$ cat src/fvn_pkg.sv
// fvn_pkg: shared constants for the fractal value noise pipeline
// permutation rom contents and reciprocal table for the octave normalization
// no dependencies
package fvn_pkg;

	// fixed point layout of the lattice coordinate (Q8.16)
	localparam int LAT_BITS  = 24;
	localparam int FRAC_BITS = 16;

	// configuration register indexes
	localparam logic [1:0] REG_FREQUENCY = 2'd0;
	localparam logic [1:0] REG_OCTAVES   = 2'd1;
	localparam logic [1:0] REG_SEED      = 2'd2;

	// hash permutation table
	localparam logic [7:0] PERM_ROM [256] = '{
		8'd208, 8'd34,  8'd231, 8'd213, 8'd32,  8'd248, 8'd233, 8'd56,  8'd161, 8'd78,
		8'd24,  8'd140, 8'd71,  8'd48,  8'd140, 8'd254, 8'd245, 8'd255, 8'd247, 8'd247,
		8'd40,  8'd185, 8'd248, 8'd251, 8'd245, 8'd28,  8'd124, 8'd204, 8'd204, 8'd76,
		8'd36,  8'd1,   8'd107, 8'd28,  8'd234, 8'd163, 8'd202, 8'd224, 8'd245, 8'd128,
		8'd167, 8'd204, 8'd9,   8'd92,  8'd217, 8'd54,  8'd239, 8'd174, 8'd173, 8'd102,
		8'd193, 8'd189, 8'd190, 8'd121, 8'd100, 8'd108, 8'd167, 8'd44,  8'd43,  8'd77,
		8'd180, 8'd204, 8'd8,   8'd81,  8'd70,  8'd223, 8'd11,  8'd38,  8'd24,  8'd254,
		8'd210, 8'd210, 8'd177, 8'd32,  8'd81,  8'd195, 8'd243, 8'd125, 8'd8,   8'd169,
		8'd112, 8'd32,  8'd97,  8'd53,  8'd195, 8'd13,  8'd203, 8'd9,   8'd47,  8'd104,
		8'd125, 8'd117, 8'd114, 8'd124, 8'd165, 8'd203, 8'd181, 8'd235, 8'd193, 8'd206,
		8'd70,  8'd180, 8'd174, 8'd0,   8'd167, 8'd181, 8'd41,  8'd164, 8'd30,  8'd116,
		8'd127, 8'd198, 8'd245, 8'd146, 8'd87,  8'd224, 8'd149, 8'd206, 8'd57,  8'd4,
		8'd192, 8'd210, 8'd65,  8'd210, 8'd129, 8'd240, 8'd178, 8'd105, 8'd228, 8'd108,
		8'd245, 8'd148, 8'd140, 8'd40,  8'd35,  8'd195, 8'd38,  8'd58,  8'd65,  8'd207,
		8'd215, 8'd253, 8'd65,  8'd85,  8'd208, 8'd76,  8'd62,  8'd3,   8'd237, 8'd55,
		8'd89,  8'd232, 8'd50,  8'd217, 8'd64,  8'd244, 8'd157, 8'd199, 8'd121, 8'd252,
		8'd90,  8'd17,  8'd212, 8'd203, 8'd149, 8'd152, 8'd140, 8'd187, 8'd234, 8'd177,
		8'd73,  8'd174, 8'd193, 8'd100, 8'd192, 8'd143, 8'd97,  8'd53,  8'd145, 8'd135,
		8'd19,  8'd103, 8'd13,  8'd90,  8'd135, 8'd151, 8'd199, 8'd91,  8'd239, 8'd247,
		8'd33,  8'd39,  8'd145, 8'd101, 8'd120, 8'd99,  8'd3,   8'd186, 8'd86,  8'd99,
		8'd41,  8'd237, 8'd203, 8'd111, 8'd79,  8'd220, 8'd135, 8'd158, 8'd42,  8'd30,
		8'd154, 8'd120, 8'd67,  8'd87,  8'd167, 8'd135, 8'd176, 8'd183, 8'd191, 8'd253,
		8'd115, 8'd184, 8'd21,  8'd233, 8'd58,  8'd129, 8'd233, 8'd142, 8'd39,  8'd128,
		8'd211, 8'd118, 8'd137, 8'd139, 8'd255, 8'd114, 8'd20,  8'd218, 8'd113, 8'd154,
		8'd27,  8'd127, 8'd246, 8'd250, 8'd1,   8'd8,   8'd198, 8'd250, 8'd209, 8'd92,
		8'd222, 8'd173, 8'd21,  8'd88,  8'd102, 8'd219
	};

	// floor(2^32 / (2^d - 1)) for d = 1..16; d = 1 uses all ones and relies on the
	// correction step, entry 0 is never used
	localparam logic [31:0] RECIP [17] = '{
		32'd0,          32'hFFFF_FFFF, 32'd1431655765, 32'd613566756,
		32'd286331153,  32'd138547332, 32'd68174084,   32'd33818640,
		32'd16843009,   32'd8405024,   32'd4198404,    32'd2098176,
		32'd1048832,    32'd524352,    32'd262160,     32'd131076,
		32'd65537
	};

endpackage

$ cat src/fvn_div.sv
// fvn_div: divides the octave sum by (2^d - 1) through a reciprocal multiply
// two register stages (_s7, _s8) with a single correction step; depends on fvn_pkg
module fvn_div import fvn_pkg::*; #(
	parameter int MAX_OCTAVES = 8,
	parameter int DW          = $clog2(MAX_OCTAVES + 1),
	parameter int TW          = 16 + MAX_OCTAVES
) (
	input  logic          clk,
	input  logic          en,
	input  logic [TW-1:0] t,
	input  logic [DW-1:0] d,
	output logic [15:0]   q
);

	logic [TW+31:0] prod;
	logic [TW-1:0]  q0_s7, t_s7;
	logic [DW-1:0]  d_s7;
	logic [TW:0]    q0m, rem, m;
	logic [TW-1:0]  qc;
	logic [15:0]    q_s8;

	// estimate, never more than one below the true quotient
	assign prod = (TW+32)'(t) * (TW+32)'(RECIP[5'(d)]);

	always_ff @(posedge clk) begin
		if (en) begin
			q0_s7 <= prod[TW+31:32];
			t_s7  <= t;
			d_s7  <= d;
		end
	end

	// remainder check with shift and subtract
	assign m   = ((TW+1)'(1) << d_s7) - (TW+1)'(1);
	assign q0m = ((TW+1)'(q0_s7) << d_s7) - (TW+1)'(q0_s7);
	assign rem = (TW+1)'(t_s7) - q0m;
	assign qc  = (rem >= m) ? TW'(q0_s7 + TW'(1)) : q0_s7;

	always_ff @(posedge clk) begin
		if (en) begin
			q_s8 <= qc[15:0];
		end
	end

	assign q = q_s8;

endmodule

$ cat config.mk
export PLATFORM = sky130hd
export DESIGN_NAME = fvn_div
export DESIGN_NICKNAME = d
export VERILOG_FILES = /design/src/fvn_pkg.sv /design/src/fvn_div.sv
export SDC_FILE = /design/constraint.sdc
export NUM_CORES = 1
export LEC_CHECK = 0
export BUFFER_PORTS_ARGS = -buffer_cell sky130_fd_sc_hd__buf_2
export CAP_MARGIN = 20
export CORE_UTILIZATION = 35
export CTS_BUF_LIST = sky130_fd_sc_hd__clkbuf_4 sky130_fd_sc_hd__clkbuf_8
export DETAILED_ROUTE_END_ITERATION = 12
export SKIP_CTS_REPAIR_TIMING = 1
export SLEW_MARGIN = 20
export SYNTH_ARGS = -nofsm -noshare
export SYNTH_HDL_FRONTEND = slang
export SYNTH_SLANG_ARGS = --single-unit
export TNS_END_PERCENT = 10
$ cat constraint.sdc
create_clock -name clk -period 11.29 [get_ports clk]
set_input_delay 0.5645 -clock clk [delete_from_list [all_inputs] [get_ports clk]]
set_output_delay 0.5645 -clock clk [all_outputs]
set_load 0.01 [all_outputs]
==> summary by stage, run 1 <==
Outcome
The run finished with clean final reports.

CTS
The number of clock buffers inserted by TritonCTS is 9. The deepest level of the CTS H-tree is 3. In this run the clock root is driven by a clkbuf_8.

The number of buffers on the longest clock path is 2. Clock latency on the worst-skew pair, taken at its later pin, is 0.36 ns. The clock net in this run drives a total of 68 sinks.

Clock-pin slew was measured on the worst setup and hold paths at 0.08 ns. The clock tree from TritonCTS is built.

GRT
The via count of the first global-routing pass is 22805. Global routing used 22.4% of the available tracks across all layers. The initial antenna violation count is 4. The total overflow left after global routing is 0.

The first global-routing pass estimated 142000 um of wire. The maximum number of pins on one net before global-route repair is 69.

Die
The floorplan step defined a core boundary enclosing 0.0821 mm^2. For this design the top-level I/O count stands at 46. Measured along the y axis, the die boundary spans 290 um. The initialized floorplan defines 105 standard-cell rows.

The die boundary width is 290 um. The die area is 0.0843 mm^2. For this configuration, the core starts out at a cell density of 35.4%.

Synthesis
After Yosys synthesis, full adders, half adders and majority gates account for 56.7% of the synthesized area. Measured against the total synthesized area, the mux share comes to 1.38%. The post-synthesis sequential area ratio is 7.02%.

The most used flip-flop cell after synthesis is edfxtp_1. Yosys mapped a number of flops with a built-in enable equal to 68. The average size of a mapped cell is 9.10 um^2. The parity-gate share of the synthesized area counting xor and xnor cells is 2.02%. Summing the areas of all and, or, nand and nor instances in the mapped netlist gives 14.1% of the synthesized area. The share of synthesized flip-flops with an asynchronous set or reset is 0%.

During synthesis, Yosys emitted a total of 0 warnings. Summing the areas of all compound-gate instances in the mapped netlist gives 5.85% of the synthesized area. The post-synthesis cell count is 3197. Synthesis inferred 68 register bits.

The synthesized area is 0.0291 mm^2. The number of different library cells in the post-synthesis netlist is 74. By area, the combinational part of the netlist is dominated by adder cells.

Timing
The clock arrives with 0.0124 ns of skew. Setup repair after global routing left no endpoint under its margin. The max-slew violation count is 0. The final worst setup slack is 1.69 ns. The final hold slack is 0.471 ns. Timing would allow up to 104 MHz.

The remaining max-slew budget at the tightest pin is 25.6%. The setup TNS is 0 ns. The routed design could run at a clock period as short as 9.60 ns. The final cycle utilization of the critical path is 85.1%. The number of failing setup endpoints in the final timing report is 0. The slew at the pin with the worst max-slew slack is 1.11 ns. The hold violation count in the final report is 0.

Flow run
The tool flagged a number of max-cap violations equal to 0.

Route
The detail route stage leaves a number of antenna-violating nets equal to 0. In the routed design, unresolved DRC markers number 0. The routed wire length is 93000 um.

Summing over every cut layer, the via total after detailed routing is 21671. For this run, the detailed router's first-pass iteration total came to 6. The number of vias per cell after detailed routing is 5.11. The post-detailed-route wirelength per cell is 21.9 um. For this block, the initial DRC count from the detailed router was 1852.

Critical path
For this run, the slowest stage of the critical path takes 0.86 ns. STA classifies the critical path endpoint as a register. The largest individual stage delay along the critical path comes from the cell nor2_1. The number of buffers and inverters on the critical path is 7.

STA classifies the critical path startpoint as a primary input. Data on the critical path arrives at its endpoint at 9.72 ns. The required time of the worst setup path is 11.41 ns.

Of all nets on the critical path, the largest fanout is 25. The most frequent cell on the critical path is fa_1. The critical path in this run is classified as primary input to register. Broken down by cell family, the worst path's largest delay share belongs to adder cells.

Pwr
The leakage component of the power is 15.9 nW. Of the total power, combinational logic draws 90.2%. The switching portion of total power is 56.6%.

The internal power contribution is 3.30 mW. The share of total power in sequential cells is 7.1%. IR analysis of the VDD net gives a maximum drop of 0.000241 V.

In this run the power spent charging and discharging nets is 4.30 mW. The cell area power density is 247 mW/mm^2. The clock network accounts for 2.7% of the total power.

Finish
The final core area utilization is 37.5%. Leaving out fill and tap cells, the most frequent cell in the layout is inv_1. The fraction of final layout cells with drive strength greater than 1 is 4.76%. The top cell types in the final layout, fill and taps aside, are inv_1 (874), fa_1 (670), nand2_1 (393), ha_1 (246), and2_1 (224). The area of the multi-input gates is 0.0234 mm^2. The number of filler instances in the final layout is 8374.

The number of nets at the end of the flow is 4115. The sequential cell area is 0.00204 mm^2. The layout overhead on the synthesized area is 5.71%.

Min path
The path type of the worst min-delay path is primary input to register.

Placement
After legalization and detailed placement, the total HPWL measured 76200 um. The worst setup slack after placement is 1.24 ns. Buffers placed on the I/O ports in this run total 45. The congestion estimate from routability-driven global placement came to 0.953.
-- per-stage QoR --
step | cells | power (mW) | area, um^2
CTS | 4243 | 7.60 | 30700
global placement | 4227 | 7.28 | 30500
finish | 4245 | 7.60 | 30800
global route | 4244 | 8.46 | 30800
floorplan | 3201 | 5.34 | 29100
detailed placement | 4227 | 7.31 | 30500
-- state kept, by name (all words and copies together) (netlist names) --
register  cells
d_s7          4
q            16
t_s7         24
q0_s7        24
-- cells in the mapped netlist (all sizes together) (17+ instances only) --
cell type	number	share of area [%]
a21oi	88	1.5
or2	17	0.37
edfxtp	68	7.0
ha	246	11
clkbuf	120	1.5
nor2b	19	0.41
nand3	28	0.48
and2	224	4.8
o21ai	54	0.93
and3	27	0.60
nor3	17	0.29
nor2	92	1.2
fa	670	46
a21o	27	0.70
xnor2	53	1.6
inv	875	11
nand2	393	5.1
-- path summary, 6_finish.rpt --
path         startpoint        end  slack (ns)  cells past startpoint
max reg2reg     d_s7[2]       q[5]        3.41                     26
max                d[1]  q0_s7[23]        1.69                     30
min reg2reg    q0_s7[5]       q[5]        0.80                      1
min                d[1]    d_s7[1]        0.47                      1
-- kinds of logic (layout without fill, tap and decap cells) --
kind of cell / after synthesis / in the layout
buffers and inverters: 1000 / 973
AND/OR/NAND/NOR: 856 / 856
AO/OA/AOI/OAI: 263 / 263
other: 1 / 6
XOR/XNOR: 67 / 67
adder cells (fa/ha/maj): 916 / 916
multiplexers: 26 / 26
flip-flops: 68 / 68
-- worst reg2reg max path: cells and delay by family (launching register included) --
kind,cells,cell delay [ns]
fa+ha+maj,4,1.16
compound gates,10,3.01
simple gates,7,1.78
flops,1,0.32
buf+inv,3,1.07
xor+xnor,2,0.33
-- power groups by stage --
stage	registers (mW)	logic [mW]	clock network (mW)
final	0.537	6.86	0.205
after global routing	0.544	7.70	0.218
after CTS	0.536	6.86	0.210
after detailed placement	0.541	6.77	0
after global placement	0.541	6.74	0
after floorplan	0.528	4.81	0
-- cell type report --
cell class / instances / share of cell area [%]
multi-input cells: 2133 / 76.1
well taps: 1070 / 4.35
repair buffers: 81 / 1.61
diodes: 1 / 0.00814
clock inverters: 7 / 0.244
flip-flops and latches: 68 / 6.64
clock buffers: 9 / 0.403
inverters: 876 / 10.7
-- layer usage --
metal	up-vias	share of wire (%)	global-route usage, %
li1	9424	-	-
met1	11058	40	29.7
met2	1007	47	36.8
met3	178	9.4	4.52
met4	4	3.4	7.17
met5	-	0.026	0
No activity file was read; power rests on OpenSTA's default activity.
==> run 2, diff against run 1 <==
--- a/config.mk
+++ b/config.mk
@@ -5,6 +5,7 @@
 export SDC_FILE = /design/constraint.sdc
 export NUM_CORES = 1
 export LEC_CHECK = 0
+export ABC_AREA = 1
 export BUFFER_PORTS_ARGS = -buffer_cell sky130_fd_sc_hd__buf_2
 export CAP_MARGIN = 20
 export CORE_UTILIZATION = 35
==> run 2 against run 1 <==
Fmax increased by 10%. Via count rose by 15%. Wire length is 17% higher. Hold slack better by 0.019 ns. Final area is 3.3% higher. Largest cell class unchanged. Die area increased by 3.6%. Non-clock buffer count down 10. Count of clock-buffer cells in the layout did not move. Clock skew is 0.00051 ns lower. Register-to-register slack improved by 0.81 ns. Area after synthesis rose by 3.7%. Critical path type unchanged. Worst setup slack gained 0.88 ns.
==> summary by stage, run 2 <==
Outcome
The run finished with clean final reports.

Finish
Compared with the post-synthesis result, the final layout area differs by 5.35%. The number of nets at the end of the flow is 4676 (+14%). The library cell used most frequently in the layout, excluding fill and tap cells, is inv_1. The library cells used most frequently in the layout, excluding fill and tap cells, are inv_1 (1058), fa_1 (670), nand2_1 (658), nor2_1 (409), ha_1 (246).

The fraction of final layout cells with drive strength greater than 1 came to 3.19% (-1.6 points). The sequential cell area came to 0.00204 mm^2 (unchanged). The area of the multi-input gates is 0.0237 mm^2 (+1.2%). The number of filler instances in the final layout is 9030 (+7.8%).

Die
The number of cell rows was 107 (+1.9%). The die boundary width is 296 um (+1.8%). The boundary pin count is 46 (unchanged). The starting density of the core was 35.4% (-0.072 points). The height of the chip is 296 um (+1.8%). The die area is 0.0873 mm^2 (+3.6%). The core footprint is 0.0853 mm^2 (+3.9%).

Placement
The worst setup slack after placement came to 2.43 ns (+1.19 ns). The detailed-placement wirelength estimate is 93300 um (+23%). The number of buffer cells added on primary ports is 45 (unchanged). The weighted congestion at the end of routability-driven global placement is 1.00 (+5.0%).

Min path
For hold timing, the worst endpoint is d_s7[1]. The startpoint identified for the worst hold timing path is d[1]. The cell depth of the worst min-delay path came to 1 (unchanged). The path type of the worst min-delay path is primary input to register.

Critical path
By instance count, the cell type seen most on the critical path is fa_1. The stage delay of the slowest cell on the critical path is 0.56 ns (-0.30 ns). The worst setup path is launched from a primary input. The arrival time reported for the critical path endpoint is 8.86 ns (-0.86 ns). The flop-to-flop setup slack is 4.22 ns (+0.81 ns). The startpoint of the most critical register-to-register path is d_s7[1].

The cell with the largest stage delay on the worst path is fa_1. The critical path in this run is classified as primary input to register. The endpoint of the most critical register-to-register path is q[14]. The required time of the worst setup path is 11.42 ns (about the same).

The cell depth of the worst flop-to-flop path is 27 (+3.8%). The maximum fanout along the worst path is 24 (-4.0%). The critical path capture point type is a register.

Timing
The maximum achievable frequency is 115 MHz (+10%). The final cycle utilization of the critical path was 77.3% (-7.8 points). The final worst setup slack is 2.56 ns (+0.878 ns).

The final hold slack is 0.490 ns (+0.0190 ns). The max-slew violation count was 0 (unchanged). The setup clock skew after layout is 0.0119 ns (-0.000505 ns). The number of failing setup endpoints in the final timing report is 0 (unchanged). The slew at the pin with the worst max-slew slack is 1.11 ns (-0.00370 ns). Setup repair after global routing left no endpoint under its margin. The shortest period the worst path allows came to 8.73 ns (-0.878 ns). The hold violation count in the final report was 0 (unchanged). The setup TNS is 0 ns (unchanged).

The remaining max-slew budget at the tightest pin is 25.8% (+0.25 points).

Route
The number of violations reported at the end of detailed-routing iteration 0 is 2667 (+44%). The DRC violation count after routing came to 0 (unchanged). The remaining antenna violation count came to 0 (unchanged).

The routed wire length is 109000 um (+17%). The post-detailed-route wirelength per cell is 22.3 um (+1.8%). The count of vias placed by the detailed router came to 24883 (+15%). The number of vias per cell after detailed routing came to 5.10 (-0.12%). The number of iterations in the first detailed-routing pass is 7 (+1).

GRT
The global-route wire length before repair is 164000 um (+15%). The sum of overflow across all layers after global routing was 0 (unchanged). The combined global-route utilization of all metal layers is 25.8% (+3.3 points). The via count of the first global-routing pass is 25888 (+14%).

The maximum number of pins on one net before global-route repair is 69 (unchanged). The initial antenna violation count came to 3 (-1).

Synthesis
The synthesized-area fraction occupied by adder cells is 54.7% (-2.0 points). The most common flop cell mapped by yosys is edfxtp_1. The share of synthesized flip-flops with an asynchronous set or reset is 0% (unchanged). The portion of synthesized cell area occupied by the leading cell type is 44.5% (-1.6 points). The synthesized area is 0.0302 mm^2 (+3.7%).

In the post-synthesis netlist, the biggest area contributors are fa_1 (44%), inv_1 (13%), ha_1 (10%). The average size of a mapped cell is 8.05 um^2 (-12%). The parity-gate share of the synthesized area counting xor and xnor cells is 1.74% (-0.27 points). The share of synthesized area spent on multiplexers was 0.166% (-1.2 points). After synthesis, the most frequently instantiated cells are inv_1 (1058), fa_1 (670), nand2_1 (658), nor2_1 (409), ha_1 (246). The synthesis warning total came to 0 (unchanged). The simple-gate area share of the yosys netlist is 15.8% (+1.7 points). The number of enable-type register cells in the synthesized netlist is 68 (unchanged). The main combinational cell family by area after synthesis is adder cells. The post-synthesis cell count came to 3746 (+17%). The post-synthesis sequential area ratio is 6.77% (-0.25 points).

Of all cell types, the one taking the most synthesized area is fa_1. The most numerous cell in the Yosys netlist is inv_1. The synthesis-stage register bit count is 68 (unchanged). The number of different library cells in the post-synthesis netlist is 54 (-27%). The area fraction in compound gates after synthesis is 5.97% (+0.13 points).

CTS
The clock insertion delay at the later pin of the skew report is 0.37 ns (about the same). The number of sinks driven by the clock tree came to 68 (unchanged). TritonCTS built the clock tree. The number of clock buffers inserted by TritonCTS is 9 (unchanged). The deepest level of the CTS H-tree came to 3 (unchanged). The root buffer cell chosen for the clock tree is clkbuf_8.

The clock-pin slew on the worst setup and hold paths is 0.08 ns (about the same). The number of buffers on the longest clock path is 2 (unchanged).

Flow run
The max-capacitance violation count is 0 (unchanged).
run 2: kinds of logic (layout without fill, tap and decap cells):
logic type / count (synthesis) / count (layout)
and+or+nand+nor: 1200 / 1200
buffers and inverters: 1177 / 1162
adders and majority gates: 916 / 916
AOI/OAI and AO/OA: 319 / 319
DFF: 68 / 68
xor gates and xnor gates: 60 / 60
muxes: 5 / 5
other: 1 / 6
run 2: per-layer routing:
layer,up-vias,GRT usage (%),part of all wire [%]
met5,-,0,0
met4,0,11.6,5.5
met3,276,5.80,11
met2,1372,38.9,43
met1,12322,35.2,41
li1,10913,-,-
run 2: how the worst max path moves through the flow:
| stage | start | to | slack (ns) | cells after the start |
|---|---|---|---|---|
| after global routing | d[1] | q0_s7[22] | 2.37 | 29 |
| after CTS | d[0] | q0_s7[18] | 2.80 | 30 |
| after floorplan | d[1] | q0_s7[20] | 4.30 | 31 |
| after detailed placement | d[0] | q0_s7[23] | 2.43 | 30 |
| final | d[1] | q0_s7[22] | 2.56 | 29 |
| after global placement | d[2] | q0_s7[23] | 2.43 | 30 |
run 2: cell type report:
cell class	count	area share, %
antenna	1	0.00788
clock buffer	9	0.390
clock inverter	7	0.138
inverter	1075	12.7
multi-input combinational	2505	74.5
sequential	68	6.43
tap	1144	4.50
timing repair buffer	71	1.32
run 2: worst max-delay path, delay by kind of cell:
| kind | cells | cell delay, ns |
|---|---|---|
| simple gates | 6 | 1.31 |
| buf+inv | 9 | 1.45 |
| fa+ha+maj | 9 | 4.31 |
| compound gates | 5 | 1.19 |
run 2: metrics by stage:
stage / instances / cell area (um^2) / util (%)
4_1_cts: 4879 / 31800 / 37.3
5_1_grt: 4879 / 31800 / 37.3
3_5_place_dp: 4863 / 31600 / 37.1
2_1_floorplan: 3750 / 30200 / -
3_3_place_gp: 4863 / 31600 / 37.1
6_report: 4880 / 31800 / 37.3
Power of run 2 is not shown: default switching activity piles up to over one toggle a cycle in this logic, so the estimate is an artifact.
